--- src/rtl/core/lcdws_pkg.sv ---
// ----------------------------------------------------------------------------
// LCD write sequencer package
// Types, constants and init tables shared by the sequencer modules.
// ----------------------------------------------------------------------------
package lcdws_pkg;

    localparam int POWER_UP_WAIT_US = 150000;
    localparam int CLEAR_WAIT_US    = 3000;
    localparam int PULSE_RESET_US   = 100;
    localparam int INIT_COUNT       = 7;

    localparam int DELAY_W = 18;
    localparam int AFTER_W = 12;
    localparam int GAP_W   = 14;
    localparam int STEP_W  = 3;
    localparam int PULSE_W = 10;
    localparam int OP_W    = 3;

    localparam logic [OP_W-1:0] OP_TICK    = 3'd0;
    localparam logic [OP_W-1:0] OP_COMMAND = 3'd1;
    localparam logic [OP_W-1:0] OP_DATA    = 3'd2;
    localparam logic [OP_W-1:0] OP_CLEAR   = 3'd3;
    localparam logic [OP_W-1:0] OP_HOME    = 3'd4;
    localparam logic [OP_W-1:0] OP_SET_POS = 3'd5;

    localparam logic [7:0] CMD_CLEAR = 8'h01;
    localparam logic [7:0] CMD_HOME  = 8'h02;
    localparam logic [7:0] CMD_ENTRY = 8'h06;

    typedef enum logic [7:0] {
        PH_IDLE      = 8'b0000_0001,
        PH_POWERUP   = 8'b0000_0010,
        PH_CMD_HIGH  = 8'b0000_0100,
        PH_CMD_LOW   = 8'b0000_1000,
        PH_POST      = 8'b0001_0000,
        PH_DATA_PRE  = 8'b0010_0000,
        PH_DATA_HIGH = 8'b0100_0000,
        PH_DATA_LOW  = 8'b1000_0000
    } phase_t;

    typedef struct packed {
        phase_t               phase;
        logic [DELAY_W-1:0]   delay_left;
        logic [STEP_W-1:0]    init_step;
        logic [7:0]           cur_byte;
        logic                 cur_rs;
        logic                 entry_pending;
        logic [AFTER_W-1:0]   after_wait;
    } lcdws_state_t;

    typedef struct packed {
        logic [OP_W-1:0] op;
        logic [7:0]      value;
        logic [5:0]      column;
        logic            row;
    } lcdws_item_t;

    typedef struct packed {
        logic       rs_line;
        logic       en_line;
        logic [7:0] data_bus;
        logic       busy_res;
        logic       rejected;
    } lcdws_result_t;

    function automatic logic [7:0] init_byte(input logic [STEP_W-1:0] step);
        logic [7:0] b;
        unique case (step)
            3'd0:    b = 8'h08;
            3'd1:    b = 8'h38;
            3'd2:    b = 8'h38;
            3'd3:    b = 8'h38;
            3'd4:    b = 8'h01;
            3'd5:    b = 8'h06;
            default: b = 8'h0C;
        endcase
        return b;
    endfunction

    function automatic logic [GAP_W-1:0] init_gap(input logic [STEP_W-1:0] step);
        logic [GAP_W-1:0] g;
        unique case (step)
            3'd0:    g = GAP_W'(1000);
            3'd1:    g = GAP_W'(100);
            3'd2:    g = GAP_W'(100);
            3'd3:    g = GAP_W'(100);
            3'd4:    g = GAP_W'(100);
            3'd5:    g = GAP_W'(10000);
            default: g = GAP_W'(0);
        endcase
        return g;
    endfunction

endpackage

--- src/rtl/core/lcdws_step.sv ---
// ----------------------------------------------------------------------------
// LCD write sequencer step logic
// Computes the next sequencer state and the pin result for one item.
// ----------------------------------------------------------------------------
module lcdws_step
    import lcdws_pkg::*;
(
    input  lcdws_state_t        state,
    input  lcdws_item_t         item,
    input  logic [PULSE_W-1:0]  pulse_us,
    output lcdws_state_t        state_next,
    output lcdws_result_t       result
);

    logic [DELAY_W-1:0] plen;
    logic [GAP_W-1:0]   gap;
    logic               busy;
    logic               is_tick;
    logic               do_next;
    logic               rej;
    lcdws_state_t       ns;

    assign plen = (pulse_us == '0) ? DELAY_W'(1) : DELAY_W'(pulse_us);
    assign busy = (state.phase != PH_IDLE);

    always_comb begin
        unique case (item.op)
            OP_COMMAND, OP_DATA, OP_CLEAR, OP_HOME, OP_SET_POS: is_tick = 1'b0;
            default:                                            is_tick = 1'b1;
        endcase
    end

    always_comb begin
        ns      = state;
        do_next = 1'b0;
        rej     = 1'b0;
        gap     = '0;
        if (is_tick) begin
            if (busy) begin
                if (state.delay_left <= DELAY_W'(1)) begin
                    unique case (state.phase)
                        PH_POWERUP: begin
                            ns.init_step = '0;
                            do_next = 1'b1;
                        end
                        PH_CMD_HIGH: begin
                            ns.phase = PH_CMD_LOW;
                            ns.delay_left = plen;
                        end
                        PH_CMD_LOW: begin
                            if (state.init_step < STEP_W'(INIT_COUNT)) begin
                                gap = init_gap(state.init_step);
                                ns.init_step = state.init_step + STEP_W'(1);
                            end else begin
                                gap = GAP_W'(state.after_wait);
                                ns.after_wait = '0;
                            end
                            if (gap != '0) begin
                                ns.phase = PH_POST;
                                ns.delay_left = DELAY_W'(gap);
                            end else begin
                                do_next = 1'b1;
                            end
                        end
                        PH_POST: begin
                            do_next = 1'b1;
                        end
                        PH_DATA_PRE: begin
                            ns.cur_rs = 1'b1;
                            ns.phase = PH_DATA_HIGH;
                            ns.delay_left = plen;
                        end
                        PH_DATA_HIGH: begin
                            ns.phase = PH_DATA_LOW;
                            ns.delay_left = plen;
                        end
                        PH_DATA_LOW: begin
                            do_next = 1'b1;
                        end
                        default: begin
                            ns.phase = PH_IDLE;
                            ns.delay_left = '0;
                        end
                    endcase
                    if (do_next) begin
                        if (ns.init_step < STEP_W'(INIT_COUNT)) begin
                            ns.cur_rs = 1'b0;
                            ns.cur_byte = init_byte(ns.init_step);
                            ns.phase = PH_CMD_HIGH;
                            ns.delay_left = plen;
                        end else if (ns.entry_pending) begin
                            ns.entry_pending = 1'b0;
                            ns.after_wait = '0;
                            ns.cur_rs = 1'b0;
                            ns.cur_byte = CMD_ENTRY;
                            ns.phase = PH_CMD_HIGH;
                            ns.delay_left = plen;
                        end else begin
                            ns.phase = PH_IDLE;
                            ns.delay_left = '0;
                        end
                    end
                end else begin
                    ns.delay_left = state.delay_left - DELAY_W'(1);
                end
            end
        end else if (busy) begin
            rej = 1'b1;
        end else begin
            ns.cur_rs = 1'b0;
            ns.phase = PH_CMD_HIGH;
            ns.delay_left = plen;
            ns.after_wait = '0;
            unique case (item.op)
                OP_DATA: begin
                    ns.cur_byte = item.value;
                    ns.entry_pending = 1'b1;
                    ns.phase = PH_DATA_PRE;
                end
                OP_CLEAR: begin
                    ns.after_wait = AFTER_W'(CLEAR_WAIT_US);
                    ns.cur_byte = CMD_CLEAR;
                end
                OP_HOME: begin
                    ns.after_wait = AFTER_W'(CLEAR_WAIT_US);
                    ns.cur_byte = CMD_HOME;
                end
                OP_SET_POS: begin
                    ns.cur_byte = {1'b1, item.row, item.column};
                end
                default: begin
                    ns.cur_byte = item.value;
                end
            endcase
        end
    end

    assign state_next      = ns;
    assign result.rs_line  = ns.cur_rs;
    assign result.en_line  = (ns.phase == PH_CMD_HIGH) || (ns.phase == PH_DATA_HIGH);
    assign result.data_bus = ns.cur_byte;
    assign result.busy_res = (ns.phase != PH_IDLE);
    assign result.rejected = rej;

endmodule

--- src/rtl/core/char_lcd_write_sequencer_top.sv ---
// ----------------------------------------------------------------------------
// Character LCD write sequencer, top level
// Drives an 8-bit character LCD bus from tick and write requests.
// ----------------------------------------------------------------------------
// Usage:
// Each transfer on the s_ channel is either a one-microsecond tick or a
// request (command, data, clear, home, set position). Every accepted item
// produces exactly one result transfer on the m_ channel with the rs, en and
// data pin levels after that item, a busy flag and a rejected flag.
// A request that arrives while a sequence runs is dropped and flagged.
// An accepted item is held in the input register, which feeds the state
// update, whose result is registered in the result register.
// Throughput is one item per cycle while the receiver is not stalling.
// When the receiver stalls, the result register holds and the input
// register takes one more item; after that s_ready drops until m_ready.
// Reset starts the power-up wait followed by the init command sequence.
// The cfg channel writes pulse_us and is always ready; it is to be written
// only while the block is idle, which the block itself does not enforce.
// ----------------------------------------------------------------------------
module char_lcd_write_sequencer_top
    import lcdws_pkg::*;
(
    input  logic                aclk,
    input  logic                aresetn,
    input  logic                s_valid,
    output logic                s_ready,
    input  logic [OP_W-1:0]     s_op,
    input  logic [7:0]          s_value,
    input  logic [5:0]          s_column,
    input  logic                s_row,
    output logic                m_valid,
    input  logic                m_ready,
    output logic                m_rs_line,
    output logic                m_en_line,
    output logic [7:0]          m_data_bus,
    output logic                m_busy_res,
    output logic                m_rejected,
    input  logic                cfg_valid,
    output logic                cfg_ready,
    input  logic [PULSE_W-1:0]  cfg_data
);

    logic               in_valid_reg;
    logic               in_valid_next;
    lcdws_item_t        in_item_reg;
    logic               out_valid_reg;
    logic               out_valid_next;
    lcdws_result_t      out_res_reg;
    lcdws_state_t       state_reg;
    lcdws_state_t       state_next;
    lcdws_result_t      step_res;
    logic [PULSE_W-1:0] pulse_reg;
    logic               out_free;
    logic               step_en;

    assign out_free = !out_valid_reg || m_ready;
    assign step_en  = in_valid_reg && out_free;
    assign s_ready  = !in_valid_reg || out_free;
    assign cfg_ready = 1'b1;

    lcdws_step u_step (
        .state      (state_reg),
        .item       (in_item_reg),
        .pulse_us   (pulse_reg),
        .state_next (state_next),
        .result     (step_res)
    );

    always_comb begin
        in_valid_next = in_valid_reg;
        if (s_valid && s_ready) begin
            in_valid_next = 1'b1;
        end else if (step_en) begin
            in_valid_next = 1'b0;
        end
    end

    always_comb begin
        out_valid_next = out_valid_reg;
        if (step_en) begin
            out_valid_next = 1'b1;
        end else if (m_ready) begin
            out_valid_next = 1'b0;
        end
    end

    always_ff @(posedge aclk) begin
        if (!aresetn) begin
            in_valid_reg  <= 1'b0;
            out_valid_reg <= 1'b0;
            pulse_reg     <= PULSE_W'(PULSE_RESET_US);
            state_reg     <= '{phase:         PH_POWERUP,
                               delay_left:    DELAY_W'(POWER_UP_WAIT_US),
                               init_step:     '0,
                               cur_byte:      '0,
                               cur_rs:        1'b0,
                               entry_pending: 1'b0,
                               after_wait:    '0};
        end else begin
            in_valid_reg  <= in_valid_next;
            out_valid_reg <= out_valid_next;
            if (cfg_valid && cfg_ready) begin
                pulse_reg <= cfg_data;
            end
            if (step_en) begin
                state_reg <= state_next;
            end
        end
    end

    always_ff @(posedge aclk) begin
        if (s_valid && s_ready) begin
            in_item_reg <= '{op: s_op, value: s_value, column: s_column, row: s_row};
        end
        if (step_en) begin
            out_res_reg <= step_res;
        end
    end

    assign m_valid    = out_valid_reg;
    assign m_rs_line  = out_res_reg.rs_line;
    assign m_en_line  = out_res_reg.en_line;
    assign m_data_bus = out_res_reg.data_bus;
    assign m_busy_res = out_res_reg.busy_res;
    assign m_rejected = out_res_reg.rejected;

endmodule

--- config.mk ---
export PLATFORM = sky130hd
export DESIGN_NAME = char_lcd_write_sequencer_top
export DESIGN_NICKNAME = d
export VERILOG_FILES = /design/src/rtl/core/lcdws_pkg.sv /design/src/rtl/core/lcdws_step.sv /design/src/rtl/core/char_lcd_write_sequencer_top.sv
export SDC_FILE = /design/constraint.sdc
export NUM_CORES = 1
export LEC_CHECK = 0
export ABC_AREA = 0
export BUFFER_PORTS_ARGS = -buffer_cell sky130_fd_sc_hd__buf_2
export CORE_MARGIN = 4
export CORE_UTILIZATION = 57
export CTS_CLUSTER_SIZE = 40
export DETAILED_ROUTE_END_ITERATION = 6
export HOLD_SLACK_MARGIN = 0.03
export PLACE_DENSITY = 0.75
export SETUP_SLACK_MARGIN = 0.05
export SYNTH_ARGS = -nofsm -noshare
export SYNTH_HDL_FRONTEND = slang
export SYNTH_SLANG_ARGS = --single-unit
--- constraint.sdc ---
create_clock -name aclk -period 4.2 [get_ports aclk]
set_input_delay 0.42 -clock aclk [delete_from_list [all_inputs] [get_ports aclk]]
set_output_delay 0.42 -clock aclk [all_outputs]
set_load 0.02 [all_outputs]
======== Word level (Yosys, flattened, before mapping) ========
Cells that the tools add are included.
word-level totals
  output and inout bits ................... 15
  bits of input ports ..................... 33
  register bits after elaboration ......... 93
cells by class
  muxes and demuxes ....................... 47
  bitwise operators ....................... 1
  add/subtract/negate cells ............... 2
  order comparisons ....................... 3
  eq/ne operators ......................... 30
  reduce and logical (&&, ||, !) cells .... 26
operator list
  operator               count
  $pmux 26 s5            1
  $mux 26                4
  $mux 22                4
  $mux 14                5
  $mux 51                1
  $mux 21                2
  $pmux 14 s3            1
  $mux 12                3
  $mux 25                1
  $pmux 6 s4             1
  $pmux 8 s3             1
  $eq 3x2->1 const B     6
  $eq 3x3->1 const B     6
  $le 18x1->1 const B    1
  $mux 18                1
  $sub 18x1->18 const B  1
  $eq 8x3->1 const B     2
  $eq 8x7->1 const B     2
  $ne 8x1->1 const B     2
  $reduce_bool 14->1     1
  $mux 13                1
  $mux 3                 4
  $reduce_bool 2->1      6
  $mux 1                 11
  30 further kinds       41

======== Depth between registers and ports, before layout ========
  depth in word-level cells ............... 20
  gate-level depth with buffers ........... 13
  gate-level depth less buffers ........... 10

======== Cells and area by module ========
A second synthesis with hierarchy kept.
second synthesis, totals
  cell total of the unflattened synthesis .. 740
  area, all modules ....................... 6129.6 sq um
modules (own cells, without submodules)
  module                        instances  area each (sq um)  sequential area each (sq um)  cells an instance
  char_lcd_write_sequencer_top  1          3445.8             2162.1                        296
  lcdws_step                    1          2683.8             0.0                           444

======== Worst setup path before layout ========
No wires, ideal clock.
  path kind ............................... register -> register
  from .................................... register state_reg[48] (netlist bit)
  to ...................................... register state_reg[37] (netlist bit)
  stages on the path, launching flop included .. 12
  required time ........................... 4.109 ns
  path slack .............................. 1.176 ns
  data arrival time ....................... 2.933 ns
  cells stage by stage .................... dfxtp_1 -> buf_2 -> nor4b_1 -> nand2_1 -> inv_1 -> clkbuf_1 -> ha_1 -> or3_1 -> nor3_1 -> and2_1 -> nand2_1 -> a311oi_1
between the ends
  word-level cells in the longest chain between the ends .. 11
  elaborated cells on any way between the ends .. 29
RTL lines
  item                                      RTL line                             RTL
  start: declaration                        char_lcd_write_sequencer_top.sv:49   lcdws_state_t state_reg;
  start signal: assignment                  char_lcd_write_sequencer_top.sv:92   state_reg <= '{phase: PH_POWERUP,
  start signal: assignment                  char_lcd_write_sequencer_top.sv:106  state_reg <= state_next;
  $eq 8x4->1 or $eq 8x2->1 (tied branches)  lcdws_step.sv:41                     unique case (state.phase)
  $pmux 3 s2                                lcdws_step.sv:41
  $mux 3                                    lcdws_step.sv:40                     if (state.delay_left <= DELAY_W'(1)) begin
  $mux 3                                    lcdws_step.sv:39                     if (busy) begin
  $mux 3                                    lcdws_step.sv:38                     if (is_tick) begin
  $lt 3x3->1                                lcdws_step.sv:86                     if (ns.init_step < STEP_W'(INIT_COUNT)) begin
  $mux 21                                   lcdws_step.sv:86
  $mux 26                                   lcdws_step.sv:85                     if (do_next) begin
  $mux 18                                   lcdws_step.sv:40
  $mux 51                                   lcdws_step.sv:39
  $mux 26                                   lcdws_step.sv:38
Several ways; a longest one is shown, not always the timed one. The select of a mux whose other input is x is not followed.
A chain may end at the register's enable or synchronous reset.

======== Worst setup path in the final report ========
  from .................................... register state_reg[45] (netlist bit)
  to ...................................... register state_reg[38] (netlist bit)
The elaborated chain is that of the path after synthesis.

==> out/metrics.cfg <==
[timing]
period_needed_ns=3.43
skew_ns=0.0105
setup_viol=0
setup_tns_ns=0
rsz0062_at_grt=no
hold_violations=0
slew_headroom=0.423
clock.fmax_mhz=292
timing_max_transition_violations_final=0
finalCritPeriodShare=0.815
tightest_slew_ns=0.865

[synth]
yosys.area.top_type_share=0.237
synth_flop_cell=dfxtp_1
synth.largest_area_cell=dfxtp_1
synth_edf_count=30
yosysSeqAreaShare=0.406
ys_ff_latch=93
synth.area.top_cells=dfxtp_1 24%, edfxtp_1 17%, nand2_1 4.1%
avgSynthCellArea_um2=8.98
synthArstFlopShare=0
synth_fp_nets=634
synthDistinctLibCells=77
synth_area_um2=5320
synthCells=593
synth_warnings=0

[floorplanning]
ioPinCount=48
initial_core_util=0.582
die_area_um2=11000
fp-row-count=35
die_h_um=105
core_um2=9150
die_x_um=105

[global_routing]
grt_max_degree=23
grt_pass1_vias=4370
grt_first_pass_wirelength_um=22500
overflow=0
grt_usage=0.254
antenna_found_initial=0

[cells_and_area]
drive_gt1_frac=0.162
largest_register_ffs=51
mostFrequentLayoutCells=63 x dfxtp_1, 58 x nand2_1, 55 x nor2_1
finalNonFillerCells=739
num_antenna_cells=0
area_growth_pct=8.44
mostFrequentLayoutCell=dfxtp_1
nNetsFinal=664

[clocking]
clk_pin_slew_worst_paths_ns=0.09
insertion_delay_ns=0.37
cts_tree=yes
post_cts_resized=0
post_cts_buffers=0
cts-root-buf=clkbuf_8
clk_path_buf_depth=2
htreeDepth=3
hold_buffers=0
numCtsBuffers=9
cts_sinks=93

[hold_path]
hold_depth=1
hp-class=in2reg

[drt]
wl_um=13800
vias_per_cell=6.44
drt-initial-drc-count=461
wl_per_cell_um=18.7
ant_nets=0
drc=1
drt_first_pass_iters=7
vias=4756

[power]
ir_drop_mv=0.236
power_density_nw_per_um2=301
leakagePower_nw=2.19
total_power_mw=1.74

[run]
max_cap_violations=0

[critical_path]
worstPathArrival_ns=3.73
critical_path_class=reg2reg
end_kind=flop
critPathRequiredTime_ns=4.50
ff2ff_path_depth=11
start_kind=flop
critical_path.max_fanout=14

[place]
gp_congestion=1.00
dpl.hpwl_um=10100
dp.cells=723
port_buffers=46

[outcome]
violations=DRC
status=finished with violations

[worst max-delay path, stage by stage (launching register included)]
cell and delay [ns]:
dfxtp_1 0.44, nor4b_1 0.61, nand2_1 0.11, buf_4 0.21
inv_1 0.09, ha_1 0.24, or3_1 0.59, nor3_1 0.38
and2_1 0.29, nand2_1 0.07, o21ai_0 0.19, o2bb2ai_1 0.13
[stage by stage]
step	hold WS, ns	worst slack, ns	area (um^2)	util
5_1_grt	0.185	0.496	5770	0.631
3_5_place_dp	0.460	0.915	5600	0.612
2_1_floorplan	0.426	1.18	5320	-
6_report	0.222	0.775	5770	0.631
3_3_place_gp	0.448	0.911	5600	0.612
4_1_cts	0.208	0.879	5770	0.631
[cell type report]
class	count	area, um^2
clock buffers	9	124
clock inverters	7	48.8
fillers	793	3380
inverters	18	67.6
multi-input cells	445	2930
flip-flops and latches	93	2160
well taps	111	139
repair buffers	56	305
[per-layer routing]
metal	vias to the layer above	global-route usage	wire length (um)
li1	2278	-	-
met1	2200	0.378	6240
met2	250	0.372	6010
met3	28	0.0587	1340
met4	0	0.0675	235
met5	-	0	0
[power breakdown]
part	switching (mW)	total (mW)	internal, mW	leakage, nW
Combinational	0.129	0.204	0.0753	1.30
Clock	0.329	0.547	0.218	0.0880
Sequential	0.0283	0.986	0.957	0.799
[synthesized netlist by cell type, types with 4 or more instances]
library cell,count
a311oi_1,4
clkbuf_1,23
nor4_4,5
a211oi_1,8
a221oi_1,4
nand3_1,23
o22ai_1,5
a21o_1,14
nand4_1,5
xor2_1,11
a31oi_1,20
o21a_1,5
nor4_1,7
nor2_1,55
o211ai_1,8
a21oi_1,36
buf_2,8
or2_2,4
a22o_1,4
and2_1,9
inv_1,17
maj3_1,5
edfxtp_1,30
nor4_2,5
and3_1,6
nor3_1,17
ha_1,8
or3_1,9
nor2b_1,5
o21ai_0,28
nand2_1,58
dfxtp_1,63
a22oi_1,6
mux2i_1,12
[worst paths after layout]
kind,start,to,slack [ns]
hold / removal,s_value[7],in_item_reg[14],0.22
setup reg to reg,state_reg[45],state_reg[38],0.77
hold reg to reg,state_reg[14],state_reg[14],0.47
setup / recovery,state_reg[45],state_reg[38],0.77
[logic make-up after synthesis]
family	count (synthesis)	synth area share
other cells	1	0.000704
xor+xnor	13	0.0214
buf+inv	55	0.0442
fa+ha+maj	13	0.0282
flops	93	0.406
simple gates	228	0.235
mux	14	0.0289
compound gates	176	0.235
(Power assumes the default switching activity.)
